$ cat src/sv/sgp_pkg.sv
// Package with shared constants, types and rotation tables of the gradient unit.
`default_nettype none
package sgp_pkg;

  localparam int MaxWidthDef  = 1024;
  localparam int PixelBitsDef = 10;
  localparam int RotStepsDef  = 5;

  // Fixed widths of the channel fields.
  localparam int PixW    = 10;
  localparam int OutW    = 8;
  localparam int ThrW    = 8;
  localparam int ImgWW   = 11;
  localparam int CfgDW   = 11;
  // Signed Sobel sum width for pixels of up to ten bits.
  localparam int GradW   = 13;
  // Working width of the polar coordinates.
  localparam int CoordW  = 17;
  localparam int DirW    = 9;

  typedef enum logic {
    REG_THRESHOLD = 1'b0,
    REG_WIDTH     = 1'b1
  } reg_idx_e;

  // Sobel sums handed from the front end to the polar back end.
  typedef struct packed {
    logic signed [GradW-1:0] u;
    logic signed [GradW-1:0] v;
  } grad_t;

  // Queue handshake seen by the front end.
  typedef struct packed {
    logic push;
    logic full;
  } qwr_t;

  // Queue handshake seen by the back end.
  typedef struct packed {
    logic pop;
    logic empty;
  } qrd_t;

  // Q15 cosine of (16>>i)*pi/128.
  function automatic logic [15:0] rot_cos(input logic [2:0] i);
    logic [15:0] c;
    case (i)
      3'd0:    c = 16'd30274;
      3'd1:    c = 16'd32138;
      3'd2:    c = 16'd32610;
      3'd3:    c = 16'd32729;
      3'd4:    c = 16'd32758;
      default: c = 16'd0;
    endcase
    return c;
  endfunction

  // Q15 sine of (16>>i)*pi/128.
  function automatic logic [15:0] rot_sin(input logic [2:0] i);
    logic [15:0] s;
    case (i)
      3'd0:    s = 16'd12540;
      3'd1:    s = 16'd6393;
      3'd2:    s = 16'd3212;
      3'd3:    s = 16'd1608;
      3'd4:    s = 16'd804;
      default: s = 16'd0;
    endcase
    return s;
  endfunction

  // Direction bits flipped when a rotation leaves y negative.
  function automatic logic [DirW-1:0] rot_bits(input logic [2:0] i);
    logic [DirW-1:0] b;
    b = DirW'(9'h03F >> i);
    return b;
  endfunction

endpackage
`default_nettype wire

$ cat src/sv/sgp_queue.sv
// Two-entry queue carrying Sobel sums from the front end to the back end.
`default_nettype none
module sgp_queue (
  input  wire logic           clk_i,
  input  wire logic           rst_ni,
  input  wire sgp_pkg::qwr_t  qwr_i,
  input  wire sgp_pkg::grad_t wdata_i,
  output logic                full_o,
  input  wire logic           pop_i,
  output sgp_pkg::qrd_t       qrd_o,
  output sgp_pkg::grad_t      rdata_o
);
  sgp_pkg::grad_t mem_q [2];
  logic       wr_ptr_q, rd_ptr_q;
  logic [1:0] count_q;
  logic       do_push, do_pop;

  assign full_o      = (count_q == 2'd2);
  assign qrd_o.empty = (count_q == 2'd0);
  assign qrd_o.pop   = pop_i;
  assign do_push     = qwr_i.push && !qwr_i.full;
  assign do_pop      = pop_i && !qrd_o.empty;
  assign rdata_o     = mem_q[rd_ptr_q];

  // Pointers and fill count.
  always_ff @(posedge clk_i or negedge rst_ni) begin
    if (!rst_ni) begin
      wr_ptr_q <= 1'b0;
      rd_ptr_q <= 1'b0;
      count_q  <= 2'd0;
    end else begin
      if (do_push) wr_ptr_q <= ~wr_ptr_q;
      if (do_pop)  rd_ptr_q <= ~rd_ptr_q;
      count_q <= count_q + 2'(do_push) - 2'(do_pop);
    end
  end

  // Entry storage.
  always_ff @(posedge clk_i) begin
    if (do_push) mem_q[wr_ptr_q] <= wdata_i;
  end
endmodule
`default_nettype wire

$ cat config.mk
export PLATFORM = sky130hd
export DESIGN_NAME = sgp_queue
export DESIGN_NICKNAME = d
export VERILOG_FILES = /design/src/sv/sgp_pkg.sv /design/src/sv/sgp_queue.sv
export SDC_FILE = /design/constraint.sdc
export NUM_CORES = 1
export LEC_CHECK = 0
export BUFFER_PORTS_ARGS = -buffer_cell sky130_fd_sc_hd__buf_2
export CAP_MARGIN = 10
export CORE_ASPECT_RATIO = 0.8
export CORE_UTILIZATION = 53
export DETAILED_ROUTE_END_ITERATION = 12
export PLACE_DENSITY = 0.81
export SLEW_MARGIN = 20
export SYNTH_ARGS = -nofsm -noshare
export SYNTH_HDL_FRONTEND = slang
export SYNTH_SLANG_ARGS = --single-unit
$ cat constraint.sdc
create_clock -name clk_i -period 3.4 [get_ports clk_i]
set_input_delay 0 -clock clk_i [delete_from_list [all_inputs] [get_ports clk_i]]
set_output_delay 0 -clock clk_i [all_outputs]
set_load 0.005 [all_outputs]
# --- Word level (Yosys, flattened, before mapping) ---
# Memories as Yosys holds them, arrays and structs flattened.
# Index checks and enable logic that the tools add are counted.
word_totals:
  mem_bits_rw: 52
  mem_count: 1
  word_cells: 16
  ff_bits: 4
memory_table:
  columns: ["memory", "depth", "width", "read_ports", "rd_clocked_by_memory_dff", "wr", "line", "text"]
  rows:
  - ["mem_q", 2, 26, 1, 0, 1, "sgp_queue.sv:13", "sgp_pkg::grad_t mem_q [2];"]
op_classes:
  muxes: 2
  add_sub_neg: 2
  bitwise_logic: 2
  n_reduce_logical: 5
  eq_ne: 1
op_table:
  columns: ["operator", "count"]
  rows:
  - ["2-bit by 1-bit adder with 2-bit output", 1]
  - ["2-bit equality test (second input constant)", 1]
  - ["1-bit logical AND", 2]
  - ["1-bit logical NOT", 2]
  - ["2-bit logical NOT", 1]
  - ["1-bit two-way mux", 2]
  - ["1-bit inverter", 2]
  - ["2-bit by 1-bit subtractor with 2-bit output", 1]

# --- Depth between registers and ports, before layout ---
# Gate-level depths: netlist of the first run.
logic_depth:
  word_depth: 4
  ltp_mapped: 6
  depth_no_buf: 6

# --- Least setup slack after synthesis of the first run ---
# Ideal clock, no wire load.
synth_path:
  kind: "reg-to-reg"
  start: "register wr_ptr_q"
  end: "memory mem_q[1][0] in the netlist's numbering (enable)"
  n_path_buf: 0
  setup_slack_ps: 1471
  stages_incl_launch_ff: 3
  required_time_ps: 2991
  arrival_time_ps: 1520
  synth_period_minus_slack_ps: 1929
  cell_sequence: "dfrtp_1 -> inv_1 -> nor2_1"
synth_lines:
  columns: ["element", "line", "text"]
  rows:
  - ["start, declared", "sgp_queue.sv:14", "logic wr_ptr_q, rd_ptr_q;"]
  - ["start signal, assigned", "sgp_queue.sv:32", "if (do_push) wr_ptr_q <= ~wr_ptr_q;"]
  - ["end, declared", "sgp_queue.sv:13", null]
# Straight into the memory's write port.

==> flow_metrics.py, run 1 <==
metrics = {
    "min_path": {
        "min_from": "pop_i",
        "min_to": "rd_ptr_q",
        "hold_depth": 3,
        "min-delay-path-class": "in2reg",
    },
    "floorplan": {
        "initial_core_util_pct": 56.3,
        "pin_count": 60,
        "num_rows": 20,
        "die_h_um": 59.4,
        "core_um2": 3880,
        "die_x_um": 73.8,
        "dieArea_um2": 4380,
    },
    "yosys": {
        "yosysWarnings": 0,
        "synthMuxAreaShare_pct": 16.7,
        "synthAdderAreaFrac_pct": 1.15,
        "synth_area_um2": 2180,
        "synthCells": 100,
        "syn-mean-instance-area_um2": 21.8,
        "synth_compound_area_share_pct": 0.344,
        "syn-num-nets": 133,
        "synth_simple_gate_area_share_pct": 1.09,
        "synth_top_family_by_area": "multiplexers",
        "synth_most_common_cell": "edfxtp_1",
        "synth_xor_area_share_pct": 1.60,
        "synthFlopType": "edfxtp_1",
        "synth-edff-count": 52,
        "synth_cell_types": 15,
        "synth_area_leaders": "edfxtp_1 72%, mux2_4 13%, dfrtp_1 4.6%, mux2_2 3.6%, buf_12 1.8%",
        "synth-async-reset-ratio_pct": 7.14,
        "yosysTopAreaCell": "edfxtp_1",
        "synth_commonest_cells": "52 x edfxtp_1, 19 x mux2_4, 7 x mux2_2, 4 x dfrtp_1",
        "ys_ff_latch": 56,
        "yosysTopAreaCellShare_pct": 71.5,
        "ys_seq_area_share_pct": 76.1,
    },
    "sta": {
        "slew_violations": 0,
        "fmax_ghz": 0.517,
        "finalClockSkew_ns": 0.00464,
        "min_period_ns": 1.93,
        "tightest_slew_ns": 0.685,
        "hold_viol": 0,
        "tns_ns": 0,
        "setup_viol": 0,
        "rsz0062_at_grt": "no",
        "max_slew_margin_pct": 54.4,
        "period_share_pct": 56.9,
    },
    "clock_tree": {
        "numCtsBuffers": 5,
        "clock_sinks": 56,
        "cts_tree": "done",
        "post-cts-setup-buffers": 0,
        "cts-root-buf": "clkbuf_8",
        "clk_pin_slew_ns": 0.09,
        "cts_buffer_depth": 2,
        "htreeDepth": 2,
        "worstSkewPairLatency_ns": 0.30,
    },
    "critical_path": {
        "reg2reg_from": "count_q[1]",
        "critPathLaunchType": "register",
        "crit_fanout": 15,
        "critPathRequiredTime_ns": 3.40,
        "crit_arrival_ns": 1.93,
        "reg2reg_depth": 6,
        "end_kind": "primary output",
        "reg2reg_slack_ns": 1.84,
        "critical_path_class": "reg2out",
        "timing.rr.end": "count_q[1]",
    },
    "power_and_ir_drop": {
        "finalPower_w": 0.00183,
        "power_density_nw_per_um2": 636,
        "p_leak_nw": 1.16,
        "worst_ir_drop_vdd_mv": 0.449,
    },
    "global_routing": {
        "antenna_found_initial": 0,
        "track_usage_pct": 18.1,
        "overflow": 0,
        "grt_pass1_vias": 1186,
        "grt_max_degree": 19,
        "grt_pass1_wl_um": 5530,
    },
    "placement": {
        "gp_congestion": 0.682,
        "io_buffers": 59,
    },
    "run": {
        "cap_violations": 0,
    },
    "drt": {
        "drt_pass1_iterations": 4,
        "drt-total-wl_um": 3590,
        "vias": 1184,
        "wire_per_inst_um": 14.5,
        "ant_nets": 0,
        "drc": 0,
        "via_per_inst": 4.77,
        "drt-initial-drc-count": 32,
    },
    "finish": {
        "nNetsFinal": 225,
        "diodes": 0,
        "synthToLayoutAreaGrowth_pct": 31.9,
        "final_layout_size_suffix_gt1_share_pct": 50.3,
    },
    "status": {
        "status": "complete, no violations",
    },
}
per-stage QoR:
stage                     utilization (%)  cells  setup slack [ns]  hold slack, ns  cell area (µm²)
after CTS                            74.3    248              1.44          0.0140             2880
final                                74.3    248              1.47          0.0299             2880
after global routing                 74.3    248              1.35          0.0400             2880
after global placement               64.9    213              1.81          -0.191             2520
after detailed placement             64.9    213              1.79          -0.194             2520
after floorplan                         -    100              1.47          -0.296             2180
timing repair:
action                                 4_1_cts  5_1_grt
hold buffers                                27        0
endpoints found under the hold margin       56        0
resized for setup                            0        0
per-layer routing:
metal  vias to the layer above  GRT usage [%]  share of wire, %
met5                         -              0                 0
met4                         0           7.97               1.4
met3                         9           4.76               5.0
met2                        45           30.4                51
met1                       567           22.3                43
li1                        563              -                 -
cell families after synthesis:
group           Yosys count
compound gates            1
xor+xnor                  4
fa+ha+maj                 2
buf+inv                   6
flops                    56
mux                      26
simple gates              5
power breakdown:
part / internal (W) / switching (W) / leakage, nW
combinational: 0.000332 / 0.000210 / 0.595
sequential: 0.000854 / 0.0000725 / 0.524
clock: 0.000166 / 0.000198 / 0.0445
how the worst max path moves through the flow:
stage	startpoint	end	slack [ns]	cells after the start
2_1_floorplan	wr_ptr_q	mem_q[1][0]	1.47	2
3_3_place_gp	rd_ptr_q	rdata_o[14]	1.81	3
3_5_place_dp	rd_ptr_q	rdata_o[7]	1.79	3
4_1_cts	rd_ptr_q	rdata_o[7]	1.44	3
5_1_grt	rd_ptr_q	rdata_o[7]	1.35	3
6_report	rd_ptr_q	rdata_o[7]	1.47	3
registers in the layout, indices dropped and copies added (netlist names):
signal / cells
count_q: 2
mem_q: 52
rd_ptr_q: 1
wr_ptr_q: 1
layout make-up:
cell class                      instances  area [µm²]
Inverter                                2        7.51
Multi-Input combinational cell         38         460
Fill cell                             235         998
Tap cell                               55        68.8
Timing Repair Buffer                   89         588
Clock buffer                            7        86.3
Clock inverter                          1        7.51
Sequential cell                        56        1660
worst max-delay path, cell delays in order (launching register included):
cell     delay (ns)
dfrtp_1        0.79
buf_4          0.38
mux2_4         0.32
buf_2          0.13
placed cells by master (no fill, tap or decap):
cell,n
dlygate4sd3_1,27
clkbuf_8,6
buf_2,59
ha_1,2
clkinvlp_4,1
xnor2_1,3
xor2_1,1
dfrtp_1,4
o21a_1,1
buf_4,3
nand2b_1,1
mux2_2,7
inv_1,2
nor2b_1,1
mux2_4,19
clkbuf_1,1
nor2_2,2
edfxtp_1,52
nor2_1,1
(Power assumes the default switching activity.)
==> run 2: changes to the inputs <==
CORE_UTILIZATION = 46   (was 53)
PLACE_DENSITY = 0.74   (was 0.81)
clock period = 1.55 ns   (was 3.4 ns; I/O delays follow)
==> run 2 against run 1 <==
Effect of this change:
- utilization fell by 9.3 points
- routed wire length fell by 0.56%
- critical path depth increased by 3
- non-clock buffer count up 6
- sequential power increased by 110%
- clock-buffer cell count is 2 lower
- design area is 3.0% higher
- via count decreased by 0.34%
- critical path type is now reg2reg
==> flow_metrics.py, run 2 (synthesized netlist as in run 1, its figures left out) <==
metrics = {
    "drt": {
        "vias": 1180,
        "ant_nets": 0,
        "drt-initial-drc-count": 25,
        "drt-total-wl_um": 3570,
        "via_per_inst": 4.56,
        "wire_per_inst_um": 13.8,
        "drt_pass1_iterations": 4,
        "drc": 0,
    },
    "global_routing": {
        "antenna_found_initial": 0,
        "track_usage_pct": 14.9,
        "grt_pass1_vias": 1219,
        "grt_pass1_wl_um": 5500,
        "overflow": 0,
        "grt_max_degree": 20,
    },
    "sta": {
        "setup_slack_ns": 0.0624,
        "slew_violations": 0,
        "setup_viol": 0,
        "min_period_ns": 1.49,
        "max_slew_margin_pct": 84.8,
        "fmax_ghz": 0.672,
        "hold_viol": 0,
        "finalClockSkew_ns": 0.00613,
        "rsz0062_at_grt": "yes",
        "period_share_pct": 96.0,
        "tightest_slew_ns": 0.228,
    },
    "run": {
        "cap_violations": 0,
    },
    "finish": {
        "largest_reg_flops": 52,
        "diodes": 0,
        "layout_common_cells": "59 x buf_2, 52 x edfxtp_1, 27 x dlygate4sd3_1",
        "n_fill_cell": 349,
        "utilization_pct": 64.9,
        "fin_cells": 259,
        "design_area_um2": 2970,
        "final_common_cell": "buf_2",
        "top_register": "mem_q",
        "synthToLayoutAreaGrowth_pct": 35.9,
        "reg_top3": "mem_q: 52 flops, count_q: 2 flops",
        "final_layout_size_suffix_gt1_share_pct": 53.8,
        "nNetsFinal": 231,
    },
    "floorplan": {
        "pin_count": 60,
        "initial_core_util_pct": 47.8,
        "dieArea_um2": 5030,
        "die_x_um": 79.0,
        "die_h_um": 63.6,
        "core_um2": 4570,
        "num_rows": 22,
    },
    "clock_tree": {
        "cts-root-buf": "clkbuf_8",
        "numCtsBuffers": 5,
        "worstSkewPairLatency_ns": 0.30,
        "cts_buffer_depth": 2,
        "clock_sinks": 56,
        "clk_pin_slew_ns": 0.10,
        "cts_tree": "done",
        "htreeDepth": 2,
    },
    "placement": {
        "hpwlAfterDp_um": 2350,
        "dp.cells": 221,
        "io_buffers": 59,
        "pre_cts_slack_ns": -0.0471,
        "gp_congestion": 0.615,
        "placed_area_um2": 2560,
    },
    "critical_path": {
        "crit_arrival_ns": 1.72,
        "reg2reg_depth": 6,
        "critPathLaunchType": "register",
        "critPathRequiredTime_ns": 1.78,
        "end_kind": "register",
        "critical_path_class": "reg2reg",
        "timing.rr.end": "count_q[1]",
        "reg2reg_from": "count_q[0]",
        "reg2reg_slack_ns": 0.06,
        "crit_fanout": 2,
    },
    "status": {
        "status": "complete, no violations",
    },
    "power_and_ir_drop": {
        "p_int_w": 0.00307,
        "pwr-share-clk_pct": 19.2,
        "p_leak_nw": 1.20,
        "power_density_nw_per_um2": 1420,
        "p_sw_w": 0.00114,
        "swShare_pct": 27.1,
        "p_seq_share_pct": 46.2,
        "power.share.combinational_pct": 34.6,
        "worst_ir_drop_vdd_mv": 1.05,
        "finalPower_w": 0.00422,
    },
    "min_path": {
        "min-delay-path-class": "in2async",
    },
}
==> run 2: changes by cell type in the layout (fill, tap and decap cells not counted), sizes merged <==
| cell | before | now |
|---|---|---|
| buf | 62 | 68 |
| clkbuf | 7 | 5 |
| clkinv | 0 | 1 |
| inv | 2 | 3 |
==> run 2: stage by stage <==
step	hold WS, ns	setup TNS, ns
after floorplan	-0.296	0
after global placement	-0.194	0
after detailed placement	-0.185	-0.0471
after CTS	0.0115	0
after global routing	0.0171	-0.0159
final	0.0213	0
==> run 2: worst max-delay path by stage <==
stage,start,endpoint,slack (ns),cells past startpoint
CTS,count_q[1],count_q[1],0.008,6
global route,count_q[0],count_q[1],-0.02,6
floorplan,wr_ptr_q,mem_q[1][0],0.02,2
global placement,count_q[1],count_q[1],0.1,6
finish,count_q[0],count_q[1],0.06,6
detailed placement,count_q[1],count_q[1],-0.05,6
==> run 2: area by class of cell <==
cell class / count / area (µm²) / area share, %
Clock inverter: 3 / 27.5 / 0.928
Tap cell: 60 / 75.1 / 2.53
Clock buffer: 5 / 68.8 / 2.32
Timing Repair Buffer: 95 / 646 / 21.8
Inverter: 2 / 7.51 / 0.253
Multi-Input combinational cell: 38 / 480 / 16.2
Sequential cell: 56 / 1660 / 56.0
==> run 2: metal layers <==
layer,global-route usage (%),wire length (µm),up-vias
li1,-,-,574
met1,18.4,1520,553
met2,25.2,1800,49
met3,4.64,211,4
met4,4.32,33,0
met5,0,0,-
==> run 2: critical path: stages, from the launching register on <==
cell,delay (ns)
dfrtp_1,0.39
o21a_1,0.20
ha_1,0.30
inv_2,0.05
ha_4,0.16
xnor2_2,0.18
xnor2_1,0.14
==> run 2: what timing repair did <==
item                                   in CTS  in global routing
pin swaps                                   0                  4
hold buffers                               27                  0
resized for setup                           1                  3
setup endpoints to repair                   1                  1
endpoints found under the hold margin      56                  0
buffers inserted                            2                  1
==> run 2: power by group through the flow <==
stage | clock (W) | combinational [W] | sequential (W)
2_1_floorplan | 0 | 0.000944 | 0.00197
3_3_place_gp | 0 | 0.00126 | 0.00198
3_5_place_dp | 0 | 0.00130 | 0.00200
4_1_cts | 0.000827 | 0.00144 | 0.00195
5_1_grt | 0.000875 | 0.00158 | 0.00197
6_report | 0.000809 | 0.00146 | 0.00195
