`config.mk`:
```
export PLATFORM = sky130hd
export DESIGN_NAME = sgp_back_flat
export DESIGN_NICKNAME = d
export VERILOG_FILES = /design/src/sv/sgp_pkg.sv /design/src/sv/sgp_if.sv /design/src/sv/sgp_back.sv /design/src/flat_wrapper.sv
export SDC_FILE = /design/constraint.sdc
export NUM_CORES = 2
export LEC_CHECK = 0
export BUFFER_PORTS_ARGS = -buffer_cell sky130_fd_sc_hd__buf_2
export CAP_MARGIN = 20
export CORE_ASPECT_RATIO = 1.75
export CORE_MARGIN = 2
export CORE_UTILIZATION = 45
export DETAILED_ROUTE_END_ITERATION = 16
export SLEW_MARGIN = 20
export SYNTH_ARGS = -nofsm -noshare
export SYNTH_HDL_FRONTEND = slang
export SYNTH_SLANG_ARGS = --single-unit
```
`constraint.sdc`:
```
create_clock -name clk_i -period 18.6 [get_ports clk_i]
set_clock_uncertainty 0.05 [all_clocks]
set_input_delay 1.86 -clock clk_i [delete_from_list [all_inputs] [get_ports clk_i]]
set_output_delay 1.86 -clock clk_i [all_outputs]
set_load 0.1 [all_outputs]
```
`src/sv/sgp_pkg.sv`:
```
// Package with shared constants, types and rotation tables of the gradient unit.
`default_nettype none
package sgp_pkg;

  localparam int MaxWidthDef  = 1024;
  localparam int PixelBitsDef = 10;
  localparam int RotStepsDef  = 5;

  // Fixed widths of the channel fields.
  localparam int PixW    = 10;
  localparam int OutW    = 8;
  localparam int ThrW    = 8;
  localparam int ImgWW   = 11;
  localparam int CfgDW   = 11;
  // Signed Sobel sum width for pixels of up to ten bits.
  localparam int GradW   = 13;
  // Working width of the polar coordinates.
  localparam int CoordW  = 17;
  localparam int DirW    = 9;

  typedef enum logic {
    REG_THRESHOLD = 1'b0,
    REG_WIDTH     = 1'b1
  } reg_idx_e;

  // Sobel sums handed from the front end to the polar back end.
  typedef struct packed {
    logic signed [GradW-1:0] u;
    logic signed [GradW-1:0] v;
  } grad_t;

  // Queue handshake seen by the front end.
  typedef struct packed {
    logic push;
    logic full;
  } qwr_t;

  // Queue handshake seen by the back end.
  typedef struct packed {
    logic pop;
    logic empty;
  } qrd_t;

  // Q15 cosine of (16>>i)*pi/128.
  function automatic logic [15:0] rot_cos(input logic [2:0] i);
    logic [15:0] c;
    case (i)
      3'd0:    c = 16'd30274;
      3'd1:    c = 16'd32138;
      3'd2:    c = 16'd32610;
      3'd3:    c = 16'd32729;
      3'd4:    c = 16'd32758;
      default: c = 16'd0;
    endcase
    return c;
  endfunction

  // Q15 sine of (16>>i)*pi/128.
  function automatic logic [15:0] rot_sin(input logic [2:0] i);
    logic [15:0] s;
    case (i)
      3'd0:    s = 16'd12540;
      3'd1:    s = 16'd6393;
      3'd2:    s = 16'd3212;
      3'd3:    s = 16'd1608;
      3'd4:    s = 16'd804;
      default: s = 16'd0;
    endcase
    return s;
  endfunction

  // Direction bits flipped when a rotation leaves y negative.
  function automatic logic [DirW-1:0] rot_bits(input logic [2:0] i);
    logic [DirW-1:0] b;
    b = DirW'(9'h03F >> i);
    return b;
  endfunction

endpackage
`default_nettype wire

```
`src/sv/sgp_if.sv`:
```
// Valid/ready channel interfaces for pixels in and gradient results out.
`default_nettype none


interface sgp_res_if;
  logic                     valid;
  logic                     ready;
  logic [sgp_pkg::OutW-1:0] magnitude;
  logic [sgp_pkg::OutW-1:0] direction;
  modport source (output valid, magnitude, direction, input ready);
  modport sink   (input valid, magnitude, direction, output ready);
endinterface
`default_nettype wire

```
`src/sv/sgp_back.sv`:
```
// Back end: folding, five Q15 rotations and magnitude/direction output.
`default_nettype none
module sgp_back #(
  parameter int ROTATION_STEPS = sgp_pkg::RotStepsDef
) (
  input  wire logic                      clk_i,
  input  wire logic                      rst_ni,
  input  wire sgp_pkg::qrd_t             qrd_i,
  input  wire sgp_pkg::grad_t            grad_i,
  output logic                           pop_o,
  input  wire logic [sgp_pkg::ThrW-1:0]  threshold_i,
  sgp_res_if.source                      res_o
);
  localparam int XW = sgp_pkg::CoordW;
  localparam int DW = sgp_pkg::DirW;
  localparam int GW = sgp_pkg::GradW;

  typedef enum logic [3:0] {
    B_IDLE = 4'b0001,
    B_ROT  = 4'b0010,
    B_FIN  = 4'b0100,
    B_OUT  = 4'b1000
  } bstate_e;

  bstate_e state_q, state_d;

  logic [2:0]           step_q;
  logic [XW-1:0]        x_q, y_q;
  logic [DW-1:0]        d_q;
  logic [sgp_pkg::OutW-1:0] mag_q, dir_q;

  // Fold signals.
  logic [GW-1:0]  au, av;
  logic [XW-1:0]  fx, fy, fx_s, fy_s;
  logic [DW-1:0]  fd;
  // Rotation signals.
  logic [15:0]    c, s;
  logic [32:0]    pxc, pys, pyc, pxs;
  logic [17:0]    qxc, qys, qyc, qxs;
  logic [18:0]    nx;
  logic signed [18:0] ny;
  logic [18:0]    ny_abs;
  // Final signals.
  logic [23:0]    y82;
  logic [10:0]    mag_w;
  logic [sgp_pkg::OutW-1:0] mag_sat;
  logic [DW:0]    d_inc;

  assign pop_o = (state_q == B_IDLE) && !qrd_i.empty;

  // Half-plane, quadrant and octant folds of the scaled Sobel sums.
  always_comb begin
    fd = DW'(9'h03F);
    au = grad_i.u[GW-1] ? GW'(-grad_i.u) : GW'(grad_i.u);
    av = grad_i.v[GW-1] ? GW'(-grad_i.v) : GW'(grad_i.v);
    if (grad_i.v[GW-1]) fd = fd ^ DW'(9'h1FF);
    if (grad_i.u[GW-1]) fd = fd ^ DW'(9'h0FF);
    fx = XW'(au) << 3;
    fy = XW'(av) << 3;
    fx_s = fx;
    fy_s = fy;
    if (fx < fy) begin
      fx_s = fy;
      fy_s = fx;
      fd   = fd ^ DW'(9'h07F);
    end
  end

  // One rotation step with rounding of each product.
  always_comb begin
    c      = sgp_pkg::rot_cos(step_q);
    s      = sgp_pkg::rot_sin(step_q);
    pxc    = 33'(x_q) * 33'(c);
    pys    = 33'(y_q) * 33'(s);
    pyc    = 33'(y_q) * 33'(c);
    pxs    = 33'(x_q) * 33'(s);
    qxc    = 18'((pxc + 33'h4000) >> 15);
    qys    = 18'((pys + 33'h4000) >> 15);
    qyc    = 18'((pyc + 33'h4000) >> 15);
    qxs    = 18'((pxs + 33'h4000) >> 15);
    nx     = 19'(qxc) + 19'(qys);
    ny     = signed'(19'(qyc)) - signed'(19'(qxs));
    ny_abs = ny[18] ? 19'(-ny) : 19'(ny);
  end

  // Rounding bit, magnitude scaling and saturation.
  assign y82     = 24'(y_q) * 24'(82);
  assign mag_w   = 11'((18'(x_q) + 18'(64)) >> 7);
  assign mag_sat = (mag_w > 11'd255) ? 8'd255 : mag_w[7:0];

  always_comb begin
    d_inc = (DW+1)'(d_q ^ DW'(y82 < 24'(x_q))) + (DW+1)'(1);
  end

  // Sequencer over rotation steps and the output hold.
  always_comb begin
    state_d = state_q;
    case (state_q)
      B_IDLE:  if (qrd_i.pop) state_d = B_ROT;
      B_ROT:   if (32'(step_q) == ROTATION_STEPS - 1) state_d = B_FIN;
      B_FIN:   state_d = B_OUT;
      B_OUT:   if (res_o.ready) state_d = B_IDLE;
      default: state_d = B_IDLE;
    endcase
  end

  always_ff @(posedge clk_i or negedge rst_ni) begin
    if (!rst_ni) begin
      state_q <= B_IDLE;
      step_q  <= '0;
    end else begin
      state_q <= state_d;
      if (state_q == B_ROT) begin
        step_q <= step_q + 3'd1;
      end else begin
        step_q <= '0;
      end
    end
  end

  // Coordinate, direction and result registers.
  always_ff @(posedge clk_i) begin
    case (state_q)
      B_IDLE: begin
        x_q <= fx_s;
        y_q <= fy_s;
        d_q <= fd;
      end
      B_ROT: begin
        x_q <= XW'(nx);
        y_q <= XW'(ny_abs);
        if (ny[18]) d_q <= d_q ^ sgp_pkg::rot_bits(step_q);
      end
      B_FIN: begin
        if (mag_sat > threshold_i) begin
          mag_q <= mag_sat;
          dir_q <= d_inc[DW-1:1];
        end else begin
          mag_q <= '0;
          dir_q <= '0;
        end
      end
      default: ;
    endcase
  end

  assign res_o.valid     = (state_q == B_OUT);
  assign res_o.magnitude = mag_q;
  assign res_o.direction = dir_q;
endmodule
`default_nettype wire

```
`src/flat_wrapper.sv`:
```
// flat-port wrapper written by rule: the top's interface ports become plain ports
module sgp_back_flat 
#(
  parameter int ROTATION_STEPS = sgp_pkg::RotStepsDef
)
  (clk_i, rst_ni, qrd_i, grad_i, pop_o, threshold_i, res_o_valid, res_o_magnitude, res_o_direction, res_o_ready);
  sgp_res_if res_o_i ();
  input  wire logic clk_i;
  input  wire logic rst_ni;
  input  wire sgp_pkg::qrd_t qrd_i;
  input  wire sgp_pkg::grad_t grad_i;
  output logic pop_o;
  input  wire logic [sgp_pkg::ThrW-1:0] threshold_i;
  output wire logic [$bits(res_o_i.valid)-1:0] res_o_valid;
  output wire logic [$bits(res_o_i.magnitude)-1:0] res_o_magnitude;
  output wire logic [$bits(res_o_i.direction)-1:0] res_o_direction;
  input wire logic [$bits(res_o_i.ready)-1:0] res_o_ready;
  assign res_o_valid = res_o_i.valid;
  assign res_o_magnitude = res_o_i.magnitude;
  assign res_o_direction = res_o_i.direction;
  assign res_o_i.ready = res_o_ready;
  sgp_back #(.ROTATION_STEPS(ROTATION_STEPS)) u_core (.clk_i(clk_i), .rst_ni(rst_ni), .qrd_i(qrd_i), .grad_i(grad_i), .pop_o(pop_o), .threshold_i(threshold_i), .res_o(res_o_i));
endmodule
```
* Word-level counts from Yosys, hierarchy flattened
Cells that the tools add are included.
Word-level totals: bits in registers 66, word-level logic and storage cells 71, output and inout port bits 18, input bits 39
Operators by class: bitwise gates (word level) 4, shift operators 1, $mul 5, multiplexer cells 20, equality and inequality tests 12, add/subtract/negate cells 12, $lt $le $gt $ge 4, reduce and logical (&&, ||, !) cells 6
Operators by type and width (count):
- one-hot mux 15 bit (5 select lines) | 1
- one-hot mux 14 bit (5 select lines) | 1
- one-hot mux 17 bit (2 select lines) | 2
- adder 33 x 15 -> 33 bit (second input constant) | 2
- adder 32 x 15 -> 32 bit (second input constant) | 2
- multiplier 17 x 15 -> 32 bit | 2
- multiplier 17 x 14 -> 31 bit | 2
- 2-to-1 mux 16 bit | 2
- 2-to-1 mux 13 bit | 2
- negation 13 bit | 2
- less-than comparator 24 x 17 -> 1 bit | 1
- multiplier 17 x 6 -> 23 bit (second input constant) | 1
- subtractor 18 x 18 -> 19 bit | 1
- adder 17 x 7 -> 18 bit (second input constant) | 1
- 2-to-1 mux 9 bit | 2
- one-hot mux 9 bit (2 select lines) | 1
- adder 17 bit | 1
- 2-to-1 mux 17 bit | 1
- negation 17 bit | 1
- less-than comparator 16 bit | 1
- 2-to-1 mux 8 bit | 2
- one-hot mux 4 bit (4 select lines) | 1
- 2-to-1 mux 4 bit | 3
- greater-than comparator 11 x 8 -> 1 bit (second input constant) | 1
- other kinds (25) | 28

* Longest topological paths before layout
word-level depth 8, mapped depth 50, gate-level depth less buffers 43

* Worst setup path before layout
No wires, ideal clock.
path type reg2reg, from register u_core.step_q[0], to register u_core.y_q[10], data pin, stages on the path, launching flop included 48, path buffers 6, data required time 18287 ps, setup slack 7999 ps, period minus slack after synthesis 10601 ps, data arrival time 10288 ps, setup time 263 ps, path through dfrtp_1 -> inv_1 -> ha_1 -> and2_1 -> clkbuf_1 -> a21o_1 -> clkbuf_1 -> and2_1 -> nand2b_1 -> a21oi_1 -> nor2_1 -> fa_1 -> inv_1 -> fa_1 -> inv_1 -> fa_1 -> inv_1 -> fa_1 -> [12 not listed] -> nor4b_2 -> nand4_2 -> xnor2_1 -> ha_1 -> clkbuf_1 -> a21oi_1 -> o21ai_0 -> a21oi_1 -> o21ai_0 -> a21oi_1 -> a21boi_0 -> or2_2 -> clkbuf_1 -> clkbuf_1 -> clkbuf_1 -> nor3_1 -> mux2i_1 -> nand3_1
On the way: longest elaborated chain between the ends 8, elaborated cells between the ends (all ways) 15, those cells by class add/sub: 4; mul: 2; eq/ne: 4; mux: 4; reduce/logical: 1
RTL lines:
- from (decl) | RTL line sgp_back.sv:27 | logic [2:0] step_q;
- from (signal assigned) | RTL line sgp_back.sv:114 | step_q <= step_q + 3'd1;
- == test 3 bit (tied with other cells) | RTL line sgp_pkg.sv:47, sgp_pkg.sv:61
- one-hot mux 15 bit (5 select lines) / one-hot mux 14 bit (5 select lines) (equally long branches) | RTL line sgp_pkg.sv:47, sgp_pkg.sv:61
- multiplier 17 x 15 -> 32 bit / multiplier 17 x 14 -> 31 bit (equally long branches) | RTL line sgp_back.sv:75, sgp_back.sv:76
- adder 33 x 15 -> 33 bit (on tied branches) | RTL line sgp_back.sv:79, sgp_back.sv:80
- subtractor 18 x 18 -> 19 bit (*) | RTL line sgp_back.sv:82 | ny = signed'(19'(qyc)) - signed'(19'(qxs));
- negation 17 bit | RTL line sgp_back.sv:83 | ny_abs = ny[18] ? 19'(-ny) : 19'(ny);
- 2-to-1 mux 17 bit (*) | RTL line sgp_back.sv:83
- one-hot mux 17 bit (2 select lines) (*) | RTL line sgp_back.sv:123 | case (state_q)
- to (signal assigned) | RTL line sgp_back.sv:126 | y_q <= fy_s;
- to (signal assigned) | RTL line sgp_back.sv:131 | y_q <= XW'(ny_abs);
- to (decl) | RTL line sgp_back.sv:28 | logic [XW-1:0] x_q, y_q;
Every way passes the cells marked *; elsewhere a longest branch is shown, timed or not. A chain may end at the register's enable or synchronous reset.

* Worst setup path in the final report
from register u_core.step_q[1], to register u_core.x_q[16], data pin
On the way: longest elaborated chain between the ends 6, elaborated cells between the ends (all ways) 13, those cells by class add/sub: 3; mul: 2; eq/ne: 4; mux: 3; reduce/logical: 1
RTL lines:
- == test 3 bit (tied with other cells) | RTL line sgp_pkg.sv:47, sgp_pkg.sv:61
- one-hot mux 15 bit (5 select lines) / one-hot mux 14 bit (5 select lines) (equally long branches) | RTL line sgp_pkg.sv:47, sgp_pkg.sv:61
- multiplier 17 x 15 -> 32 bit / multiplier 17 x 14 -> 31 bit (equally long branches) | RTL line sgp_back.sv:73, sgp_back.sv:74
- adder 32 x 15 -> 32 bit (on tied branches) | RTL line sgp_back.sv:77, sgp_back.sv:78
- adder 17 bit (*) | RTL line sgp_back.sv:81 | nx = 19'(qxc) + 19'(qys);
- one-hot mux 17 bit (2 select lines) (*) | RTL line sgp_back.sv:123
- to (signal assigned) | RTL line sgp_back.sv:125 | x_q <= fx_s;
- to (signal assigned) | RTL line sgp_back.sv:130 | x_q <= XW'(nx);
- to (decl) | RTL line sgp_back.sv:28
Marks and branches as above.

==> impl_metrics.ini <==
[global_routing]
maximum_number_of_pins_on_one_net_before_global_route_repair = 60
antenna_found_initial = 1
globalRoute.totalOverflow = 0
number_of_global_route_vias_before_repair = 32530
grt.total_usage_pct = 28.54
grt_first_pass_wirelength_um = 189600

[critical_path]
end_kind = flop
reg2reg_to = u_core.x_q[16]
critical_path.most_common_cell = sky130_fd_sc_hd__fa_1
critPathTopFamily = adder cells
timing.critical_path.slowest_cell_delay_ns = 0.75
cp.buffers_inverters = 6
critical_path_cell_count = 41
source_of_the_worst_register_to_register_timing_path = u_core.step_q[1]
worstPathArrival_ns = 13.86
worstPathRequired_ns = 18.75
setup.worst_path.end = u_core.x_q[16]
r2r_cells = 41
slack_of_the_worst_reg_to_reg_path_ns = 4.89
start_kind = flop
critPathLaunch = u_core.step_q[1]
cp_slowest_cell = sky130_fd_sc_hd__nor4b_1
path_max_fanout = 43
criticalPathCategory = flop to flop

[cells_and_area]
drive_above_1_share_pct = 4.068
stdcell_count = 5553
fillerInstances = 8599
regArea_um2 = 1948
final_net_count = 5698
multiInputGateArea_um2 = 32760
syn_to_final_growth_pct = 4.663

[sta]
final.period_utilization_pct = 73.71
layout_min_cycle_time_ns = 13.71
timing_max_transition_violations_final = 0
timing.slew.headroom_pct = 29.02
max_clock_freq_ghz = 0.07294
rsz0062_at_grt = false
timing_hold_violations_final = 0
fin_tns_setup_ns = 0
report.final.setup_viol = 0
worst-slew-pin-transition_ns = 1.050

[cts]
count_of_h_tree_levels_built_during_cts = 3
cts.repair_timing.setup_buffer_count = 0
clock_transition_at_the_register_clock_pins_on_the_worst_setup_and_hold_paths_after_cts_ns = 0.06
cts_resized = 0
ctsLongestPathBuffers = 2
cts_hold_buf = 0
cts_root_buffer = sky130_fd_sc_hd__clkbuf_16
clock_latency_ns = 0.37
clock_sink_count = 66
cts_tree = done
cts_inserted_buffers = 9

[synth]
synth_area_per_cell_um2 = 8.748
cell_with_the_most_instances_after_synthesis = sky130_fd_sc_hd__inv_1
seq_area_frac_synth_pct = 5.014
main_combinational_cell_family_by_area_after_synthesis = adder cells
number_of_enable_type_register_cells_in_the_synthesized_netlist = 59
syn-cell-area_um2 = 38850
synth_mux_area_share_pct = 0.7568
synth_xor_area_share_pct = 4.193
synth_compound_gate_area_share_pct = 9.675
synth_cell_types = 95
ys_top_cells_by_count = sky130_fd_sc_hd__inv_1 (954), sky130_fd_sc_hd__fa_1 (715), sky130_fd_sc_hd__ha_1 (549)
synthesis.nets = 5744
synth_simple_gate_area_share_pct = 14.99
synthesis.yosys.warnings = 0
ys_async_sr_fraction_pct = 10.61
synth.top_cells.by_area = sky130_fd_sc_hd__fa_1 (37%), sky130_fd_sc_hd__ha_1 (18%), sky130_fd_sc_hd__inv_1 (9.2%)
ys_seq_elements = 66
synth-adder-area-share_pct = 54.52
synth_top_flop_cell = sky130_fd_sc_hd__edfxtp_1
post-synth-top-area-cell = sky130_fd_sc_hd__fa_1
netlist_instances = 4441
yosys.area.top_type_share_pct = 36.84

[placed_design]
detailedPlacementHpwl_um = 103500
place.gp.congestion = 0.9733
placed_cells = 5536
port_buffer_count = 56

[die]
floorplan.die.height_um = 392.7
core_area_um2 = 85640
io_pins = 57
initial_core_util_pct = 45.37
die_area_um2 = 88790
die_width_um = 226.1
row_count = 142

[run]
maxCapViolCount = 0

[outcome]
run_status = finished, final reports clean

[detailed_routing]
post-route-drc-count = 0
via_per_inst = 5.496
drt-total-wl_um = 121000
firstDrtPassIters = 6
dr.first_iter.drc_count = 1957
wl_per_cell_um = 21.78
drt.antenna.violating_nets = 0
routed-via-count = 30520

[worst_hold_path]
worstHoldPathType = flop to flop
==> worst register-to-register path, delay by kind of cell, from the launching register on <==
| family | cells | cell delay, ns |
|---|---|---|
| buffers and inverters | 6 | 1.08 |
| flip-flops | 1 | 0.45 |
| multiplexers | 1 | 0.22 |
| adder cells (fa/ha/maj) | 10 | 4.35 |
| AO/OA/AOI/OAI | 12 | 3.00 |
| AND/OR/NAND/NOR | 9 | 3.71 |
| XOR/XNOR | 3 | 0.70 |
==> per-layer routing <==
| layer | track usage (%) | vias to the layer above | routed length (um) |
|---|---|---|---|
| met2 | 51.21 | 985 | 61880 |
| met1 | 32.71 | 15220 | 44260 |
| met5 | 0 | - | 0 |
| met4 | 17.26 | 0 | 9081 |
| li1 | - | 14010 | - |
| met3 | 2.660 | 305 | 5742 |
==> worst min-delay path by stage <==
stage	endpoint	start	cells past startpoint	slack (ns)
3_5_place_dp	u_core.step_q[0]	u_core.step_q[0]	1	0.51
4_1_cts	u_core.step_q[0]	u_core.step_q[0]	1	0.51
2_1_floorplan	u_core.step_q[0]	u_core.step_q[0]	1	0.45
5_1_grt	u_core.res_o.direction[7]	u_core.d_q[8]	2	0.56
6_report	u_core.step_q[0]	u_core.step_q[0]	1	0.55
3_3_place_gp	u_core.step_q[0]	u_core.step_q[0]	1	0.49
==> logic make-up after synthesis <==
kind of cell | count (synthesis)
xor+xnor | 186
flops | 66
buf+inv | 1115
simple gates | 1207
fa+ha+maj | 1264
mux | 29
compound gates | 574
==> placed cells by master (no fill, tap or decap), types with 33 or more instances in the layout <==
cell,synthesis,final
sky130_fd_sc_hd__inv_1,954,954
sky130_fd_sc_hd__fa_1,715,715
sky130_fd_sc_hd__ha_1,549,549
sky130_fd_sc_hd__nand2_1,387,387
sky130_fd_sc_hd__nor2_1,298,294
sky130_fd_sc_hd__and2_1,156,156
sky130_fd_sc_hd__a21oi_1,155,155
sky130_fd_sc_hd__o21ai_0,142,142
sky130_fd_sc_hd__xnor2_1,112,112
sky130_fd_sc_hd__nand3_1,76,76
sky130_fd_sc_hd__xor2_1,74,74
sky130_fd_sc_hd__edfxtp_1,59,59
sky130_fd_sc_hd__buf_2,6,56
sky130_fd_sc_hd__nor3_1,53,51
sky130_fd_sc_hd__a21o_1,46,46
sky130_fd_sc_hd__buf_4,0,44
sky130_fd_sc_hd__nor2b_1,41,40
sky130_fd_sc_hd__o21a_1,40,40
sky130_fd_sc_hd__nand2b_1,33,33
==> flip-flops by register name, summed over array words and instances, names as in the netlist <==
name and count:
u_core.state_q 4, u_core.y_q 17, u_core.res_o.direction 8, u_core.res_o.magnitude 8, u_core.d_q 9, u_core.step_q 3
u_core.x_q 17
==> final cells by class <==
class                      instances  share of cell area, %
inverter                         958                  8.844
multi-input combinational       3260                  80.57
sequential                        66                  4.791
antenna                            1               0.006154
timing repair buffer             100                  1.502
tap                             1152                  3.545
clock buffer                       9                 0.5539
clock inverter                     7                 0.1908
==> metrics by stage <==
| step | setup slack (ns) | hold WS (ns) | area, um^2 | utilization, % |
|---|---|---|---|---|
| floorplan | 7.999 | 0.4492 | 38850 | - |
| global placement | 5.579 | 0.4896 | 40350 | 47.12 |
| detailed placement | 5.175 | 0.5056 | 40350 | 47.12 |
| CTS | 5.146 | 0.5147 | 40650 | 47.47 |
| global route | 4.132 | 0.5633 | 40660 | 47.48 |
| finish | 4.890 | 0.5459 | 40660 | 47.48 |
Power is left out: the tool's default activity adds up to more than one toggle a clock period on the data nets, which glitch-free logic cannot reach.
